--- src/chained_hash_set_macros.svh ---
// assertion macros used by the hash set top level
`ifndef CHAINED_HASH_SET_MACROS_SVH
`define CHAINED_HASH_SET_MACROS_SVH

// same-cycle implication under synchronous reset
`define CHS_ASSERT_IMPL(label, clk, rst, ante, cons) \
  label: assert property (@(posedge clk) disable iff (rst) (ante) |-> (cons)) \
    else $error("hash set check failed");

// next-cycle implication under synchronous reset
`define CHS_ASSERT_NEXT(label, clk, rst, ante, cons) \
  label: assert property (@(posedge clk) disable iff (rst) (ante) |=> (cons)) \
    else $error("hash set check failed");

`endif

--- src/chs_pkg.sv ---
package chs_pkg;

  localparam int KEY_W = 31;
  localparam int CFG_W = 7;
  localparam logic [CFG_W-1:0] CFG_RESET = 7'd64;

  typedef enum logic [1:0] {
    OP_ADD      = 2'd0,
    OP_REMOVE   = 2'd1,
    OP_CONTAINS = 2'd2
  } op_t;

  typedef enum logic [3:0] {
    ST_CLEAR,
    ST_IDLE,
    ST_DIV,
    ST_HEAD_RD,
    ST_HEAD_LOAD,
    ST_WALK_RD,
    ST_WALK_CMP,
    ST_FINISH,
    ST_ALLOC_RD,
    ST_ALLOC_WR,
    ST_REM_UNLINK,
    ST_REM_FREE,
    ST_RESP
  } state_t;

  typedef struct packed {
    logic clr_step;
    logic load;
    logic div_step;
    logic head_rd;
    logic head_load;
    logic walk_rd;
    logic walk_next;
    logic walk_hit;
    logic set_full;
    logic alloc_rd;
    logic alloc_wr;
    logic rem_unlink;
    logic rem_free;
  } cmd_t;

  typedef struct packed {
    logic clr_last;
    logic div_last;
    logic walk_end;
    logic key_match;
    logic is_add;
    logic is_remove;
    logic found;
    logic pool_full;
  } sts_t;

endpackage

--- src/chs_ctrl.sv ---
module chs_ctrl (
  input  logic          clk,
  input  logic          rst,
  input  logic          start,
  input  chs_pkg::sts_t sts,
  output chs_pkg::cmd_t cmd,
  output logic          busy,
  output logic          done
);
  import chs_pkg::*;

  state_t state, state_next;

  always_ff @(posedge clk) begin
    if (rst) begin
      state <= ST_CLEAR;
    end else begin
      state <= state_next;
    end
  end

  // next state
  always_comb begin
    state_next = state;
    case (state)
      ST_CLEAR:      if (sts.clr_last) state_next = ST_IDLE;
      ST_IDLE:       if (start) state_next = ST_DIV;
      ST_DIV:        if (sts.div_last) state_next = ST_HEAD_RD;
      ST_HEAD_RD:    state_next = ST_HEAD_LOAD;
      ST_HEAD_LOAD:  state_next = ST_WALK_RD;
      ST_WALK_RD:    state_next = sts.walk_end ? ST_FINISH : ST_WALK_CMP;
      ST_WALK_CMP:   state_next = sts.key_match ? ST_FINISH : ST_WALK_RD;
      ST_FINISH: begin
        if (sts.is_add && !sts.found && !sts.pool_full) begin
          state_next = ST_ALLOC_RD;
        end else if (sts.is_remove && sts.found) begin
          state_next = ST_REM_UNLINK;
        end else begin
          state_next = ST_RESP;
        end
      end
      ST_ALLOC_RD:   state_next = ST_ALLOC_WR;
      ST_ALLOC_WR:   state_next = ST_RESP;
      ST_REM_UNLINK: state_next = ST_REM_FREE;
      ST_REM_FREE:   state_next = ST_RESP;
      ST_RESP:       state_next = ST_IDLE;
      default:       state_next = ST_CLEAR;
    endcase
  end

  // datapath commands
  always_comb begin
    cmd = '0;
    case (state)
      ST_CLEAR:      cmd.clr_step = 1'b1;
      ST_IDLE:       cmd.load = start;
      ST_DIV:        cmd.div_step = 1'b1;
      ST_HEAD_RD:    cmd.head_rd = 1'b1;
      ST_HEAD_LOAD:  cmd.head_load = 1'b1;
      ST_WALK_RD:    cmd.walk_rd = !sts.walk_end;
      ST_WALK_CMP: begin
        cmd.walk_hit  = sts.key_match;
        cmd.walk_next = !sts.key_match;
      end
      ST_FINISH:     cmd.set_full = sts.is_add && !sts.found && sts.pool_full;
      ST_ALLOC_RD:   cmd.alloc_rd = 1'b1;
      ST_ALLOC_WR:   cmd.alloc_wr = 1'b1;
      ST_REM_UNLINK: cmd.rem_unlink = 1'b1;
      ST_REM_FREE:   cmd.rem_free = 1'b1;
      default:       cmd = '0;
    endcase
  end

  assign busy = (state != ST_IDLE);
  assign done = (state == ST_RESP);

endmodule

--- config.mk ---
export PLATFORM = sky130hd
export DESIGN_NAME = chs_ctrl
export DESIGN_NICKNAME = d
export VERILOG_FILES = /design/src/chained_hash_set_macros.svh /design/src/chs_pkg.sv /design/src/chs_ctrl.sv
export SDC_FILE = /design/constraint.sdc
export NUM_CORES = 1
export LEC_CHECK = 0
export BUFFER_PORTS_ARGS = -buffer_cell sky130_fd_sc_hd__buf_2
export CELL_PAD_IN_SITES_DETAIL_PLACEMENT = 0
export CELL_PAD_IN_SITES_GLOBAL_PLACEMENT = 1
export CORE_ASPECT_RATIO = 0.9
export CORE_MARGIN = 1.5
export CORE_UTILIZATION = 28
export CTS_CLUSTER_DIAMETER = 60
export DETAILED_ROUTE_END_ITERATION = 16
export PLACE_DENSITY_LB_ADDON = 0.1
export SLEW_MARGIN = 20
export SYNTH_ARGS = -nofsm -noshare
export SYNTH_HDL_FRONTEND = slang
export SYNTH_SLANG_ARGS = --single-unit
export TNS_END_PERCENT = 100
--- constraint.sdc ---
create_clock -name clk -period 2.2 [get_ports clk]
set_input_delay 0.33 -clock clk [delete_from_list [all_inputs] [get_ports clk]]
set_output_delay 0.33 -clock clk [all_outputs]
set_load 0.01 [all_outputs]
# Yosys cells after proc, flatten, opt, wreduce, memory -nomap -nowiden
# Cells that the tools add are included.
[word_totals]
regBits = 4
in_bits = 11
out_inout_bits = 15
word_cells = 48
[op_classes]
eq_ne = 16
muxes = 20
reduce_logical = 11
[op_table]
columns = ["operator", "count"]
rows = [
  ["4-bit case mux with 12 select lines", 1],
  ["4-bit == test (second input constant)", 5],
  ["4-bit by 3-bit == test with 1-bit output (second input constant)", 4],
  ["1-bit two-way mux", 12],
  ["4-bit two-way mux", 3],
  ["4-bit by 2-bit == test with 1-bit output (second input constant)", 2],
  ["3-bit two-way mux", 2],
  ["2-bit != test (second input constant)", 3],
  ["4-bit by 1-bit == test with 1-bit output (second input constant)", 1],
  ["1-bit logical AND", 4],
  ["1-bit zero test", 4],
  ["4-bit zero test", 1],
  ["2-bit two-way mux", 2],
  ["4-bit by 1-bit != test with 1-bit output (second input constant)", 1],
  ["3-bit AND reduction", 1],
  ["2-bit OR reduction", 1],
]

# Longest topological paths before layout
[logic_depth]
ltp_word = 5
depth_mapped = 5
ltp_nobuf = 3

# Worst setup path before layout
# OpenSTA, ideal clock, no wires.
[synth_path]
path_kind = "reg2out"
from = "register state[2]"
to = "output cmd[5] (netlist name)"
arrival_time_ps = 1176
required_ps = 1870
path_slack_ps = 694
stages_incl_launch_ff = 5
path_buffers = 2
cell_sequence = "dfxtp_1 clkbuf_2 buf_4 nand2_1 nor4b_1"
[synth_rtl]
columns = ["item", "line", "rtl"]
rows = [
  ["from (decl)", "chs_ctrl.sv:12", "state_t state, state_next;"],
  ["from (signal assigned)", "chs_ctrl.sv:18", "state <= state_next;"],
  ["to (decl)", "chs_ctrl.sv:6", "output chs_pkg::cmd_t cmd,"],
]

==> tab_implementation.tex <==
\begin{tabular}{lr}
\hline
Metric & Value \\
\hline
\multicolumn{2}{l}{\textbf{Status}} \\
Run status & completed \\
\multicolumn{2}{l}{\textbf{Cells and area}} \\
Flip-flop count of the largest register after layout & 4 \\
Ratio of cells with drive above 1 in the final layout & 40.48\% \\
Register containing the most flip-flops in the final layout & state \\
Regs by FF count & state x4 \\
ANT cells & 0 \\
Area Growth Syn to Fin & 35.12\% \\
Layout filler cell count & 163 \\
Final Net Count & slightly below 100 \\
\multicolumn{2}{l}{\textbf{Power and ir drop}} \\
Fraction of power consumed by sequential logic & 33.0\% \\
Combinational group share of total power & 37.6\% \\
Clock share of power & 29.4\% \\
Power per cell area & 559.4 nW/um\^{}2 \\
Cell internal power dissipation & 0.2023 mW \\
Largest vdd supply drop & between 0.0002 and 0.0003 V \\
Total net switching power & roughly 0.12 mW \\
Cell leakage power & between 0.2 and 0.3 nW \\
Tot Pwr & 0.3178 mW \\
Switching portion of total power & between 30\% and 40\% \\
\multicolumn{2}{l}{\textbf{Routing}} \\
Total wire length & roughly 1100 um \\
Vias & around 500 \\
Routed vias/inst & slightly above 5 \\
Number of routed nets with antenna violations & 0 \\
Remaining DRCs & 0 \\
WL/cell & 10.83 um \\
DRC violation total after the first TritonRoute iteration & 12 \\
Iteration count of the initial detailed-routing pass & 4 \\
\multicolumn{2}{l}{\textbf{Floorplanning}} \\
Number of top-level design ports & 26 \\
Core ar. & 1431 um\^{}2 \\
Die outline height & 39.76 um \\
Area of the die & between 1500 and 2000 um\^{}2 \\
Row Count & 13 \\
Die width & 43.85 um \\
Initial cell density of the core & between 20\% and 30\% \\
\multicolumn{2}{l}{\textbf{Setup path}} \\
Critical Path, Cell by Cell & nand2b\_4, or3\_4, nor2\_1, buf\_2 \\
Arr. time, crit path & 1.57 ns \\
Register-to-Register Setup Slack & 0.80 ns \\
Required @ worst endpoint & 1.87 ns \\
Cell family with most CP delay & flip-flops \\
Count of buffer and inverter cells on the critical path & 1 \\
Worst Setup End Kind & output port \\
Longest individual stage delay on the worst path & 0.63 ns \\
Crit Path Max Fanout & 14 \\
Cell with the largest stage delay on the worst path & dfxtp\_1 \\
Critical Path Start Type & flip-flop \\
CP Class & reg -> out \\
\multicolumn{2}{l}{\textbf{Synthesis}} \\
Post-synth ARST share & 0\% \\
Seq cells post-synth & 4 \\
Count of unique library cells instantiated by Yosys & 27 \\
Syn avg cell area & between 7 and 8 um\^{}2 \\
Synthesized net count & 70 \\
Most repeated cell in the gate-level netlist after synthesis & nor2\_1 \\
Flip-flop cell with the highest count after synthesis & dfxtp\_1 \\
Commonest cells post-synth & 7 x nor2\_1, 6 x nand2\_1, 6 x nor3\_1 \\
Netlist Area Pre-Place & roughly 420 um\^{}2 \\
Fraction of post-synthesis cell area in the top cell type by area & 19.05\% \\
Gate count after technology mapping & 59 \\
Biggest area consumer among synthesized cells & dfxtp\_1 \\
Most area-consuming cells after synthesis & dfxtp\_1 19\%, nor3\_1 7.1\%, nor2\_1 6.3\%, nand2b\_1 6.0\%, nor4\_1 6.0\% \\
Proportion of synthesized chip area in sequential cells & 19.05\% \\
Count of flip-flops with a built-in enable after synthesis & 0 \\
Count of synthesis-stage warnings from yosys & 0 \\
\multicolumn{2}{l}{\textbf{Timing}} \\
Final period demand of the worst path & 1.903 ns \\
Setup tns final & 0 ns \\
Worst hold margin & 0.3330 ns \\
Slew headroom & 66.65\% \\
Final Setup Violations & 0 \\
Maximum clock skew at final layout & 0.01125 ns \\
Max Transition Viols Final & 0 \\
Maximum clock rate & between 500 and 600 MHz \\
Actual transition at the worst max-transition pin & 0.4995 ns \\
Period utilisation layout & 86.51\% \\
Setup repair after global routing missed its margin & no \\
Final hold viol count & 0 \\
\multicolumn{2}{l}{\textbf{GRT}} \\
Total Routing Usage GR & between 10\% and 20\% \\
Wire length of the first global-routing pass & approximately 1700 um \\
Largest net degree at the start of global routing & 17 \\
Vias in the first global route & 393 \\
Final global-route overflow total & 0 \\
Antenna violations before repair & 0 \\
\multicolumn{2}{l}{\textbf{Clocking}} \\
Clock tree from TritonCTS & yes \\
Latest clock arrival within the worst-skew pair & 0.24 ns \\
Number of sinks driven by the clock tree & 4 \\
Max clock buf depth & 2 \\
Count of hold buffers inserted by post-cts repair & 0 \\
Post-CTS clock slew at the launch and capture registers of the worst setup and hold paths & $\sim$0.04 ns \\
CTS-repair resized insts & 0 \\
Cts bufs inserted & 3 \\
Root buf cell & clkbuf\_4 \\
Number of setup buffers added after CTS & 0 \\
H-tree levels & 1 \\
\multicolumn{2}{l}{\textbf{Placed design}} \\
Quantity of I/O buffers inserted on ports & 25 \\
Global placer's final weighted congestion & 0.7454 \\
HPWL after detailed placement & about 840 um \\
\multicolumn{2}{l}{\textbf{Worst hold path}} \\
Worst min path class & in -> reg \\
\multicolumn{2}{l}{\textbf{Job}} \\
Max capacitance violation total & 0 \\
\hline
\end{tabular}
==> per-stage QoR <==
stage	util (%)	area (um^2)	instances	setup slack [ns]
2_1_floorplan	-	420.4	59	0.6945
3_3_place_gp	38.11	545.5	96	0.5746
3_5_place_dp	38.11	545.5	96	0.5550
4_1_cts	39.69	568.0	99	0.2940
5_1_grt	39.69	568.0	99	0.1821
6_report	39.69	568.0	99	0.2968
==> cells in the final DEF, fill, tap and decap left out, types with 3 or more instances in the layout <==
cell type / count
nand2_1: 6
nor4_1: 4
inv_1: 3
a21oi_1: 3
clkbuf_4: 3
dfxtp_1: 4
nor2_1: 7
nand2b_1: 4
nor3_1: 6
buf_2: 25
==> layout make-up <==
class / instances / area, um^2 / share of cell area (%)
multi-input combinational: 47 / 295.3 / 51.98
timing repair buffer: 27 / 140.1 / 24.67
sequential: 4 / 80.08 / 14.10
clock buffer: 3 / 22.52 / 3.965
tap: 15 / 18.77 / 3.304
inverter: 3 / 11.26 / 1.982
==> power by group through the flow <==
stage | clock network, mW | logic, mW | registers [mW]
after global routing | 0.102 | 0.133 | 0.108
after global placement | 0 | 0.122 | 0.106
after floorplan | 0 | 0.0998 | 0.0908
final | 0.0934 | 0.119 | 0.105
after CTS | 0.0963 | 0.121 | 0.104
after detailed placement | 0 | 0.121 | 0.105
==> logic make-up after synthesis <==
logic type / Yosys count / share of synthesized area [%]
AOI/OAI and AO/OA: 11 / 20.24
buffers and inverters: 8 / 10.71
DFF: 4 / 19.05
muxes: 1 / 2.381
and+or+nand+nor: 35 / 47.62
==> worst reg2reg max path, cell delays in order (launching register included) <==
cell and delay, ns:
dfxtp_1 0.63, nand2b_4 0.14, or3_4 0.36, o32ai_2 0.19
==> metal layers <==
metal  track usage [%]  routed length, um
met1             18.98                565
met2             18.75                457
met3             2.765                 49
met4             4.545                  0
met5                 0                  0
==> path summary, 6_finish.rpt <==
path / startpoint / to / cells past startpoint
setup / recovery: state[0] / cmd[11] / 4
hold / removal: start / state[0] / 2
hold reg to reg: state[2] / state[2] / 2
setup reg to reg: state[0] / state[0] / 3
Note: power is estimated with default switching activity, not from simulation.
